[config.mk]
export PLATFORM = sky130hd
export DESIGN_NAME = gbs_front
export DESIGN_NICKNAME = d
export VERILOG_FILES = /design/src/rtl/core/gbs_pkg.sv /design/src/rtl/core/gbs_front.sv
export SDC_FILE = /design/constraint.sdc
export NUM_CORES = 1
export LEC_CHECK = 0
export BUFFER_PORTS_ARGS = -buffer_cell sky130_fd_sc_hd__buf_2
export CORE_MARGIN = 4
export CORE_UTILIZATION = 30
export CTS_CLUSTER_SIZE = 10
export DETAILED_ROUTE_END_ITERATION = 8
export GPL_ROUTABILITY_DRIVEN = 0
export PLACE_DENSITY_LB_ADDON = 0.15
export SYNTH_ARGS = -nofsm -noshare
export SYNTH_HDL_FRONTEND = slang
export SYNTH_SLANG_ARGS = --single-unit
[constraint.sdc]
create_clock -name clk_i -period 2.7 [get_ports clk_i]
set_clock_uncertainty 0.05 [all_clocks]
set_input_delay 0.54 -clock clk_i [delete_from_list [all_inputs] [get_ports clk_i]]
set_output_delay 0.54 -clock clk_i [all_outputs]
set_load 0.01 [all_outputs]
[src/rtl/core/gbs_pkg.sv]
// Shared types and constants for the gaussian background subtractor.
// Depends on nothing; every module of the block but gbs_checker imports it.
package gbs_pkg;

  localparam int unsigned PIX_W     = 8;
  localparam int unsigned IDX_W     = 18;
  localparam int unsigned ADDR_W    = 18;   // store depth 2**18
  localparam int unsigned N_W       = 9;
  localparam int unsigned WGT_W     = 16;
  localparam int unsigned SUM_W     = 16;
  localparam int unsigned SQ_W      = 24;
  localparam int unsigned THR_W     = 24;
  localparam int unsigned DEV_W     = 25;
  localparam int unsigned DIV_NUM_W = 41;   // weight times deviation total
  localparam int unsigned DIV_DEN_W = 17;   // train count times 256
  localparam int unsigned QDEPTH    = 4;
  localparam int unsigned QAW       = 2;

  localparam logic [N_W-1:0]   TRAIN_RST  = 9'd200;
  localparam logic [N_W-1:0]   N_MAX      = 9'd256;
  localparam logic [WGT_W-1:0] WEIGHT_RST = 16'd512;

  typedef enum logic {
    REG_TRAIN_FRAMES = 1'b0,
    REG_WEIGHT       = 1'b1
  } reg_idx_e;

  typedef enum logic [1:0] {
    CLS_FIRST = 2'd0,   // first training frame: write sums
    CLS_ACC   = 2'd1,   // later training frame: add to sums
    CLS_FIN   = 2'd2,   // finalize mean and threshold
    CLS_DET   = 2'd3    // classify against the model
  } cls_e;

  typedef struct packed {
    logic [PIX_W-1:0] pixel;
    logic [IDX_W-1:0] index;
    cls_e             cls;
    logic [N_W-1:0]   n;
  } item_t;

  typedef struct packed {
    logic  valid;
    item_t item;
  } q_head_t;

  typedef struct packed {
    logic [ADDR_W-1:0] addr;
    logic [SUM_W-1:0]  sum;
    logic [SQ_W-1:0]   sq;
    logic [N_W-1:0]    n;
    logic [PIX_W-1:0]  mean;
  } fin_ctx_t;

endpackage

[src/rtl/core/gbs_front.sv]
// Front end: configuration registers, frame counting, item classification
// and the short queue towards the back end. Depends on gbs_pkg.
module gbs_front (
  input  logic                        clk_i,
  input  logic                        rst_ni,
  input  logic                        cfg_we_i,
  input  logic                        cfg_idx_i,
  input  logic [15:0]                 cfg_wdata_i,
  input  logic                        in_valid_i,
  output logic                        in_stall_o,
  input  logic [gbs_pkg::PIX_W-1:0]   pixel_i,
  input  logic [gbs_pkg::IDX_W-1:0]   pixel_index_i,
  input  logic                        end_of_frame_i,
  output gbs_pkg::q_head_t            head_o,
  input  logic                        pop_i,
  output logic [gbs_pkg::WGT_W-1:0]   weight_o
);
  import gbs_pkg::*;

  logic [N_W-1:0]   train_q;
  logic [WGT_W-1:0] weight_q;
  logic [N_W-1:0]   fcnt_q, fcnt_d;
  logic [N_W-1:0]   n_eff;
  cls_e             cls;
  logic             push;
  item_t            qmem_q [QDEPTH];
  logic [QAW-1:0]   wptr_q, rptr_q;
  logic [QAW:0]     cnt_q;

  always_comb begin
    if (train_q == '0) begin
      n_eff = N_W'(1);
    end else if (train_q > N_MAX) begin
      n_eff = N_MAX;
    end else begin
      n_eff = train_q;
    end
    if (fcnt_q < n_eff) begin
      cls = (fcnt_q == '0) ? CLS_FIRST : CLS_ACC;
    end else if (fcnt_q == n_eff) begin
      cls = CLS_FIN;
    end else begin
      cls = CLS_DET;
    end
    fcnt_d = fcnt_q;
    if (end_of_frame_i && fcnt_q <= n_eff) begin
      fcnt_d = fcnt_q + N_W'(1);
    end
  end

  assign in_stall_o = (cnt_q == (QAW+1)'(QDEPTH));
  assign push       = in_valid_i && !in_stall_o;
  assign weight_o   = weight_q;

  assign head_o.valid = (cnt_q != '0);
  assign head_o.item  = qmem_q[rptr_q];

  always_ff @(posedge clk_i or negedge rst_ni) begin
    if (!rst_ni) begin
      train_q  <= TRAIN_RST;
      weight_q <= WEIGHT_RST;
      fcnt_q   <= '0;
      wptr_q   <= '0;
      rptr_q   <= '0;
      cnt_q    <= '0;
    end else begin
      if (cfg_we_i) begin
        case (reg_idx_e'(cfg_idx_i))
          REG_TRAIN_FRAMES: train_q  <= cfg_wdata_i[N_W-1:0];
          REG_WEIGHT:       weight_q <= cfg_wdata_i;
          default:          train_q  <= train_q;
        endcase
      end
      if (push) begin
        fcnt_q <= fcnt_d;
        wptr_q <= wptr_q + QAW'(1);
      end
      if (pop_i) begin
        rptr_q <= rptr_q + QAW'(1);
      end
      if (push && !pop_i) begin
        cnt_q <= cnt_q + (QAW+1)'(1);
      end else if (!push && pop_i) begin
        cnt_q <= cnt_q - (QAW+1)'(1);
      end
    end
  end

  always_ff @(posedge clk_i) begin
    if (push) begin
      qmem_q[wptr_q] <= '{pixel: pixel_i, index: pixel_index_i, cls: cls, n: n_eff};
    end
  end

endmodule

==> run_results.csv, run 1 <==
group,metric,value,unit
power_and_ir_drop,powerDensity,1020,nW/um^2
global_route,antenna_found_initial,0,
floorplanning,die_area,27400,um^2
global_route,grt_pass1_vias,4094,
detailed_routing,routed_wl,14600,um
floorplanning,initial_core_util,30.6,%
yosys,synthXorXnorAreaFrac,1.65,%
global_route,grt_pass1_wl,23000,um
detailed_routing,drcViolationCount,0,
yosys,async_reset_ff_share,21.7,%
cts,clk_pin_slew,70,ps
cts,cts_buffers,17,
sta,slew_viol_final,0,
yosys,yosys.area_share.simple,3.89,%
critical_path,crit_type,"reg2out",
yosys,yosys_warnings,0,
job,max_cap_viol_count,0,
detailed_routing,vias,3709,
yosys,seq_area_frac_synth,73.7,%
cells_and_area,drive_gt1_share,44.7,%
cells_and_area,finalNetCount,559,
cells_and_area,multi_input_area,1850,um^2
yosys,syn_nets,435,
detailed_routing,post_drt_wl_per_cell,17.6,um
cts,clock_path_buffers,2,
detailed_routing,antenna_left,0,
yosys,synth-seq-cells,189,
sta,setup_viol,0,
cts,cts_root_buf,"clkbuf_16",
floorplanning,core_area,24300,um^2
worst_hold_path,hp-class,"in2async",
yosys,synth_top_family_by_area,"multiplexers",
sta,clock.fmax,0.394,GHz
floorplanning,ios,104,
floorplanning,die_y,165,um
cts,insertion_delay,420,ps
yosys,syn-mean-instance-area,20.1,um^2
yosys,ys_types,38,
critical_path,crit_required,2110,ps
yosys,synth_compound_area_share,1.08,%
place,io_buffers,103,
cells_and_area,final_cell_mix,"edfxtp_1 (148), buf_2 (103), mux4_2 (37)",
detailed_routing,viasPerCell,4.47,
yosys,syn-cell-area,7430,um^2
cts,cts_setup_buffers,0,
yosys,synth-main-ff-cell,"edfxtp_1",
yosys,netlist_instances,369,
sta,setup_tns,0,ps
critical_path,path_max_fanout,12,
sta,min_period_over_period,94.1,%
detailed_routing,firstDrtPassIters,4,
cells_and_area,fin_util,37.2,%
power_and_ir_drop,irDropWorstVdd,0.000444,V
sta,worstMarginPinSlew,927,ps
critical_path,critPathArrivalTime,1950,ps
place,placed_area,8490,um^2
critical_path,crit_path_start_kind,"flip-flop",
run_status,status,"complete, no violations",
floorplanning,rows,57,
yosys,synthAdderAreaFrac,2.96,%
global_route,grt-ovfl-total,0,
detailed_routing,first_iter_violations,145,
floorplanning,die_x,165,um
cells_and_area,seq_area,5480,um^2
cts,htreeDepth,4,
yosys,synthMuxAreaShare,15.2,%
critical_path,endpoint_kind,"primary output",
sta,post-route-min-period,2540,ps
cells_and_area,antenna_cells,0,
cells_and_area,final_area,9040,um^2
sta,max_slew_margin,38.2,%
cells_and_area,fillerInstances,2259,
power_and_ir_drop,power.leakage,3.35,nW
cells_and_area,syn_to_final_growth,21.7,%
cts,cts_tree,"done",
global_route,grt_max_degree,42,
sta,hold_viol,0,
yosys,synth_edf_count,148,
sta,rsz0062_at_grt,"false",
place,dpl.hpwl,9920,um
global_route,gr-usage-all-layers,11.3,%
cts,clock_sinks,189,
cells_and_area,layout_commonest_cell,"edfxtp_1",
-- power by group --
part,internal [W],switching (W)
sequential,0.00383,0.000302
clock,0.00128,0.00105
combinational,0.00134,0.00143
total,0.00645,0.00279
-- synth_stat cells (all sizes together), types with 2 or more instances --
cell    instances  area (um^2)
edfxtp        148         4440
dfrtp          37          926
mux4           37          833
mux2           26          297
nand2          17         71.3
ha             16          200
inv            13         48.8
xnor2          11         96.3
buf             9         50.0
a21oi           6         30.0
nand3           5         25.0
and2            4         25.0
and3            4         25.0
dfstp           4          105
nor2            4         22.5
clkbuf          3         11.3
nand4b          3         26.3
xor2            3         26.3
nor2b           2         12.5
nor3            2         15.0
nor4            2         12.5
o21ai           2         10.0
-- worst max-delay path: stages (launching register included) --
cell and delay, ps:
dfrtp_4 580, buf_4 260, mux4_2 530, buf_2 160
-- repair_timing --
item | CTS | global route
hold buffers | 0 | 0
setup endpoints to repair | 2 | 0
gates resized for setup | 1 | 0
-- worst paths after layout --
| path | start | endpoint | slack (ps) | cells after the start |
|---|---|---|---|---|
| worst max register to register | train_q[8]$_DFFE_PN0P_ | qmem_q[1][9]$_DFFE_PP_ | 310 | 7 |
| worst min register to register | cnt_q[2]$_DFFE_PN0P_ | cnt_q[2]$_DFFE_PN0P_ | 430 | 1 |
| max in group asynchronous | rst_ni | rptr_q[0]$_DFFE_PN0P_ | 1710 | 1 |
| min in group clk_i | pop_i | rptr_q[0]$_DFFE_PN0P_ | 280 | 2 |
| worst max-delay path | rptr_q[0]$_DFFE_PN0P_ | head_o[34] | 160 | 3 |
| worst min-delay path | rst_ni | weight_o[11]$_DFFE_PN0P_ | 210 | 1 |
-- stage by stage --
step,instances,total power (W),setup slack [ps],hold slack (ps)
6_report,830,0.00924,159,209
5_1_grt,830,0.00984,32.6,253
4_1_cts,830,0.00944,80.8,228
3_5_place_dp,798,0.00708,312,417
3_3_place_gp,798,0.00702,395,419
2_1_floorplan,369,0.00586,407,194
-- state kept, by name, indices dropped and copies added (netlist names) --
register  count
wptr_q        2
weight_o     16
train_q       9
fcnt_q        9
rptr_q        2
qmem_q      148
cnt_q         3
-- layout make-up --
type                    count  share of cell area (%)
repair buffers            117                    7.83
well taps                 324                    4.48
flip-flops and latches    189                    60.6
clock buffers              20                    4.83
clock inverters            12                    1.25
multi-input cells         154                    20.4
inverters                  14                   0.581
-- routing by layer --
metal / global-route usage, % / wire [um]
met5: 0 / 0
met4: 3.04 / 114
met3: 3.97 / 935
met2: 17.9 / 7110
met1: 14.7 / 6460
-- cells by family (layout without fill, tap and decap cells) --
group / count (synthesis) / in the layout
AO/OA/AOI/OAI: 11 / 11
AND/OR/NAND/NOR: 49 / 49
adder cells (fa/ha/maj): 17 / 17
multiplexers: 63 / 63
buffers and inverters: 26 / 163
XOR/XNOR: 14 / 14
flip-flops: 189 / 189
Power figures use the tool's default switching activity.
==> run 2: changes to the inputs <==
--- a/config.mk
+++ b/config.mk
@@ -5,6 +5,7 @@
 export SDC_FILE = /design/constraint.sdc
 export NUM_CORES = 1
 export LEC_CHECK = 0
+export ABC_AREA = 1
 export BUFFER_PORTS_ARGS = -buffer_cell sky130_fd_sc_hd__buf_2
 export CORE_MARGIN = 4
 export CORE_UTILIZATION = 30
==> run 2 against run 1 <==
- sequential power fell by 2%
- die area grew 4.0%
- non-clock buffer count grew 11
- total power up 8.8%
- area after synthesis rose by 4.3%
- final area is 4.7% higher
- count of clock-buffer cells in the layout shrank 3
- fmax fell by 2.2%
- utilization is 0.22 points higher
- sequential share of layout area decreased by 2.8 points
- cell count grew 31%
- critical endpoint is now head_o[0]
- largest power group unchanged
==> run_results.csv, run 2 <==
group,metric,value,unit
run_status,status,"complete, no violations",
floorplanning,die_area,28500,um^2
yosys,synthMuxAreaShare,1.02,%
yosys,syn_nets,692,
yosys,synthXorXnorAreaFrac,0.904,%
yosys,syn-cell-area,7750,um^2
yosys,synth.top_cell.area_share,57.4,%
yosys,synth_top_cell_by_area,"edfxtp_1",
sta,worstMarginPinSlew,750,ps
place,io_buffers,103,
critical_path,crit_required,2110,ps
cells_and_area,final_cells,1085,
worst_hold_path,hp-class,"in2async",
job,max_cap_viol_count,0,
power_and_ir_drop,power.leakage,3.70,nW
yosys,async_reset_ff_share,21.7,%
yosys,yosys.area_share.simple,10.5,%
detailed_routing,routed_wl,18000,um
cells_and_area,drive_gt1_share,26.5,%
floorplanning,rows,58,
cells_and_area,fillerInstances,2453,
cells_and_area,antenna_cells,0,
sta,clock.fmax,0.385,GHz
yosys,syn-mean-instance-area,12.4,um^2
floorplanning,core_area,25300,um^2
cells_and_area,syn_to_final_growth,22.3,%
global_route,antenna_found_initial,0,
global_route,grt_pass1_vias,5213,
critical_path,crit_path_start_kind,"flip-flop",
cts,clock_sinks,189,
cts,cts_buffers,17,
global_route,gr-usage-all-layers,12.7,%
yosys,synthAdderAreaFrac,2.84,%
global_route,grt_max_degree,77,
detailed_routing,firstDrtPassIters,4,
critical_path,endpoint_kind,"primary output",
power_and_ir_drop,irDropWorstVdd,0.000445,V
yosys,synth_edf_count,148,
cells_and_area,final_cell_mix,"edfxtp_1 (148), buf_2 (103), o21ai_0 (93)",
yosys,yosys-top-cells-count,"edfxtp_1 (148), o21ai_0 (94), nor2_1 (90), nand2_1 (57), inv_1 (51)",
place,post-place-cells,1051,
floorplanning,die_x,169,um
detailed_routing,vias,5002,
cts,clk_pin_slew,80,ps
detailed_routing,first_iter_violations,243,
floorplanning,ios,104,
yosys,synth_compound_area_share,9.50,%
floorplanning,initial_core_util,30.6,%
cts,cts_root_buf,"clkbuf_16",
critical_path,worst_path_max_delay_cell,"buf_4",
detailed_routing,viasPerCell,4.61,
detailed_routing,antenna_left,0,
sta,hold_viol,0,
yosys,synth_top_family_by_area,"simple AND/OR/NAND/NOR gates",
yosys,synth_most_common_cell,"edfxtp_1",
cts,insertion_delay,420,ps
floorplanning,die_y,169,um
critical_path,crit_buf_inv,2,
cells_and_area,largest_reg_flops,148,
yosys,netlist_instances,626,
critical_path,worstPathCellList,"buf_4 -> o21ai_0 -> o22ai_1 -> buf_2",
global_route,grt_pass1_wl,28300,um
detailed_routing,post_drt_wl_per_cell,16.6,um
cells_and_area,layout_commonest_cell,"edfxtp_1",
yosys,synth-seq-cells,189,
yosys,ys_top_cells_by_area,"edfxtp_1 (57%), dfrtp_1 (12%), o21ai_0 (6.1%)",
critical_path,crit_family,"buffers and inverters",
critical_path,critPathArrivalTime,2010,ps
cts,clock_path_buffers,2,
yosys,ys_types,33,
cts,cts_tree,"done",
power_and_ir_drop,powerDensity,1060,nW/um^2
yosys,yosys_warnings,0,
sta,post-route-min-period,2600,ps
cts,htreeDepth,4,
critical_path,crit_type,"reg2out",
sta,slew_viol_final,0,
sta,max_slew_margin,49.9,%
cells_and_area,finalNetCount,808,
detailed_routing,drcViolationCount,0,
global_route,grt-ovfl-total,0,
critical_path,slowest_delay,410,ps
yosys,synth-main-ff-cell,"edfxtp_1",
sta,min_period_over_period,96.3,%
sta,layout_setup_ws,101,ps
critical_path,path_max_fanout,37,
place,dpl.hpwl,11600,um
yosys,seq_area_frac_synth,70.7,%
place,pre_cts_ws,16.1,ps
sta,setup_viol,0,
cells_and_area,top_register,"qmem_q",
## run 2: cells by family after synthesis
| kind of cell | Yosys count |
|---|---|
| flops | 189 |
| buf+inv | 85 |
| mux | 7 |
| xor+xnor | 8 |
| fa+ha+maj | 17 |
| simple gates | 183 |
| compound gates | 137 |
## run 2: final cells by class
cell class	instances	area [um^2]	share of cell area, %
Sequential cell	189	5480	57.8
Multi-Input combinational cell	352	1970	20.8
Timing Repair Buffer	128	791	8.35
Clock buffer	17	425	4.49
Tap cell	330	413	4.36
Inverter	54	206	2.18
Clock inverter	15	193	2.03
## run 2: repair_timing
action / in CTS / in global routing
endpoints found under the hold margin: 0 / 0
hold buffers: 0 / 0
resized for setup: 0 / 8
setup buffers: 0 / 2
setup endpoints to repair: 0 / 17
## run 2: worst paths after layout
kind	end	from	slack, ps	cells past startpoint
setup / recovery	head_o[0]	rptr_q[1]$_DFFE_PN0P_	100	4
hold / removal	fcnt_q[2]$_DFFE_PN0P_	rst_ni	90	1
setup reg to reg	fcnt_q[5]$_DFFE_PN0P_	train_q[6]$_DFFE_PN1P_	250	15
hold reg to reg	weight_o[1]$_DFFE_PN0P_	weight_o[1]$_DFFE_PN0P_	440	2
max in group asynchronous	weight_o[9]$_DFFE_PN1P_	rst_ni	1840	2
min in group clk_i	qmem_q[0][33]$_DFFE_PP_	pixel_i[4]	290	1
## run 2: worst reg2reg max path: cells and delay by family (launching register included)
kind	cells	cell delay, ps
simple gates	10	1290
flops	1	370
fa+ha+maj	1	290
buf+inv	3	220
compound gates	1	150
## run 2: where the power goes
group	switching, W	internal [W]
clock network	0.00115	0.00142
logic	0.00223	0.00120
registers	0.000210	0.00383
total	0.00360	0.00644
## run 2: stage by stage
step	hold slack (ps)	total power (W)	utilization (%)	area [um^2]	setup TNS [ps]
after detailed placement	428	0.00758	34.8	8800	0
after global routing	128	0.0107	37.4	9470	-1.08
final	86.6	0.0100	37.4	9470	0
after global placement	423	0.00750	34.8	8800	0
after floorplan	194	0.00608	-	7750	0
after CTS	95.0	0.0102	37.2	9420	0
## run 2: routing by layer
layer / up-vias / routed length, um / share of wire, % / track usage (%)
met5: - / 0 / 0 / 0
met1: 2462 / 8040 / 45 / 15.4
met2: 85 / 9250 / 51 / 23.2
met4: 0 / 170 / 0.94 / 3.21
li1: 2444 / - / - / -
met3: 11 / 575 / 3.2 / 2.66
==> run 3: changes to the inputs <==
--- a/config.mk
+++ b/config.mk
@@ -8,11 +8,13 @@
 export ABC_AREA = 1
 export BUFFER_PORTS_ARGS = -buffer_cell sky130_fd_sc_hd__buf_2
 export CORE_MARGIN = 4
-export CORE_UTILIZATION = 30
+export CORE_UTILIZATION = 50
+export CTS_BUF_LIST = sky130_fd_sc_hd__clkbuf_4 sky130_fd_sc_hd__clkbuf_8
 export CTS_CLUSTER_SIZE = 10
 export DETAILED_ROUTE_END_ITERATION = 8
 export GPL_ROUTABILITY_DRIVEN = 0
 export PLACE_DENSITY_LB_ADDON = 0.15
+export SETUP_SLACK_MARGIN = 0.15
 export SYNTH_ARGS = -nofsm -noshare
 export SYNTH_HDL_FRONTEND = slang
 export SYNTH_SLANG_ARGS = --single-unit
==> run 3 against run 2 <==
- fmax grew 8.0%
- global-route usage grew 5.4 points
- register-to-register slack gained 70 ps
- cell count shrank 13%
- largest cell class unchanged
- largest power group unchanged
==> run_results.csv, run 3 (synthesis results as in run 2) <==
group,metric,value,unit
detailed_routing,vias,5043,
critical_path,path_max_fanout,52,
power_and_ir_drop,power.leakage,3.58,nW
cts,hold_buffers,0,
cells_and_area,largest_reg_flops,148,
sta,worstMarginPinSlew,732,ps
critical_path,crit_buf_inv,3,
cells_and_area,drive_gt1_share,27.2,%
cts,clock_sinks,189,
detailed_routing,viasPerCell,5.34,
sta,hold_viol,0,
sta,clock.fmax,0.416,GHz
cells_and_area,top_register,"qmem_q",
cells_and_area,final_cell_mix,"edfxtp_1 (148), buf_2 (103), o21ai_0 (93)",
sta,setup_viol,0,
power_and_ir_drop,swShare,36.5,%
cells_and_area,layout_commonest_cell,"edfxtp_1",
place,io_buffers,103,
worst_hold_path,hp-class,"in2async",
global_route,gr-usage-all-layers,18.1,%
floorplanning,die_area,17600,um^2
power_and_ir_drop,power.internal,0.00577,W
sta,hold_ws,107,ps
global_route,antenna_found_initial,0,
power_and_ir_drop,powerDensity,1000,nW/um^2
run_status,status,"complete, no violations",
sta,post-route-min-period,2410,ps
cells_and_area,finalNetCount,810,
floorplanning,die_y,132,um
critical_path,crit_family,"buffers and inverters",
sta,min_period_over_period,89.1,%
critical_path,crit_type,"reg2out",
detailed_routing,post_drt_wl_per_cell,16.8,um
detailed_routing,first_iter_violations,327,
global_route,grt_max_degree,77,
detailed_routing,firstDrtPassIters,4,
cells_and_area,fillerInstances,1252,
cells_and_area,antenna_cells,0,
cts,htreeDepth,4,
cts,insertion_delay,440,ps
power_and_ir_drop,fin_total_pwr,0.00908,W
floorplanning,die_x,132,um
floorplanning,ios,104,
power_and_ir_drop,clkPwrFrac,18.3,%
detailed_routing,antenna_left,0,
floorplanning,rows,45,
cts,cts_root_buf,"clkbuf_8",
power_and_ir_drop,irDropWorstVdd,0.000393,V
cts,clock_path_buffers,2,
cts,cts_tree,"done",
cts,cts_buffers,17,
global_route,grt_pass1_wl,25000,um
critical_path,worstPathCellList,"inv_6 -> buf_16 -> o21ai_0 -> o22ai_1 -> buf_2",
detailed_routing,drcViolationCount,0,
global_route,grt-ovfl-total,0,
critical_path,slowest_delay,460,ps
place,dpl.hpwl,9950,um
power_and_ir_drop,power.share.combinational,37.1,%
critical_path,worst_path_max_delay_cell,"dfrtp_2",
sta,slew_viol_final,0,
global_route,grt_pass1_vias,4952,
critical_path,crit_path_start_kind,"flip-flop",
floorplanning,core_area,15200,um^2
detailed_routing,routed_wl,15800,um
cells_and_area,syn_to_final_growth,16.7,%
power_and_ir_drop,seqPwrFrac,44.6,%
critical_path,crit_required,2110,ps
sta,max_slew_margin,51.1,%
power_and_ir_drop,power_switching,0.00331,W
floorplanning,initial_core_util,51.0,%
sta,rsz0062_at_grt,"false",
sta,setup_tns,0,ps
cts,clk_pin_slew,80,ps
critical_path,endpoint_kind,"primary output",
critical_path,critPathArrivalTime,1820,ps
job,max_cap_viol_count,0,
## run 3: layer usage
metal / wire length (um) / global-route usage [%] / up-vias
li1: - / - / 2439
met1: 6830 / 22.9 / 2468
met2: 8050 / 30.5 / 118
met3: 746 / 4.30 / 18
met4: 229 / 6.99 / 0
met5: 0 / 0 / -
## run 3: final timing paths
kind | from | endpoint | slack (ps) | cells after the start
min in group clk_i | pixel_index_i[1] | qmem_q[2][12]$_DFFE_PP_ | 250 | 1
hold / removal | rst_ni | weight_o[11]$_DFFE_PN0P_ | 110 | 2
setup / recovery | rptr_q[0]$_DFFE_PN0P_ | head_o[35] | 290 | 5
max in group asynchronous | rst_ni | rptr_q[0]$_DFFE_PN0P_ | 2100 | 2
setup reg to reg | train_q[6]$_DFFE_PN1P_ | qmem_q[2][9]$_DFFE_PP_ | 320 | 16
hold reg to reg | weight_o[8]$_DFFE_PN0P_ | weight_o[8]$_DFFE_PN0P_ | 440 | 2
## run 3: cell type report
class,instances,area (um^2),area share [%]
clock inverters,12,98.8,1.09
clock buffers,19,249,2.76
multi-input cells,352,2000,22.1
flip-flops and latches,189,5480,60.6
repair buffers,130,771,8.53
well taps,188,235,2.60
inverters,54,208,2.30
## run 3: power by group through the flow
stage	clock network, W	logic, W	registers [W]
finish	0.00166	0.00337	0.00404
global route	0.00184	0.00374	0.00410
CTS	0.00171	0.00332	0.00404
detailed placement	0	0.00330	0.00410
global placement	0	0.00322	0.00408
floorplan	0	0.00201	0.00407
## run 3: what timing repair did
| action | CTS | global route |
|---|---|---|
| setup endpoints to repair | 22 | 16 |
| cloned | 0 | 0 |
| setup buffers | 0 | 5 |
| pin swaps | 0 | 4 |
| resized for setup | 2 | 23 |
## run 3: metrics by stage
step / util [%] / worst slack (ps) / std cells / cell area, um^2
final: 59.4 / 293 / 944 / 9040
after global routing: 59.4 / 128 / 944 / 9040
after CTS: 58.8 / 177 / 939 / 8930
after detailed placement: 56.4 / 117 / 908 / 8580
after global placement: 56.4 / 250 / 908 / 8580
after floorplan: - / 16.6 / 626 / 7750
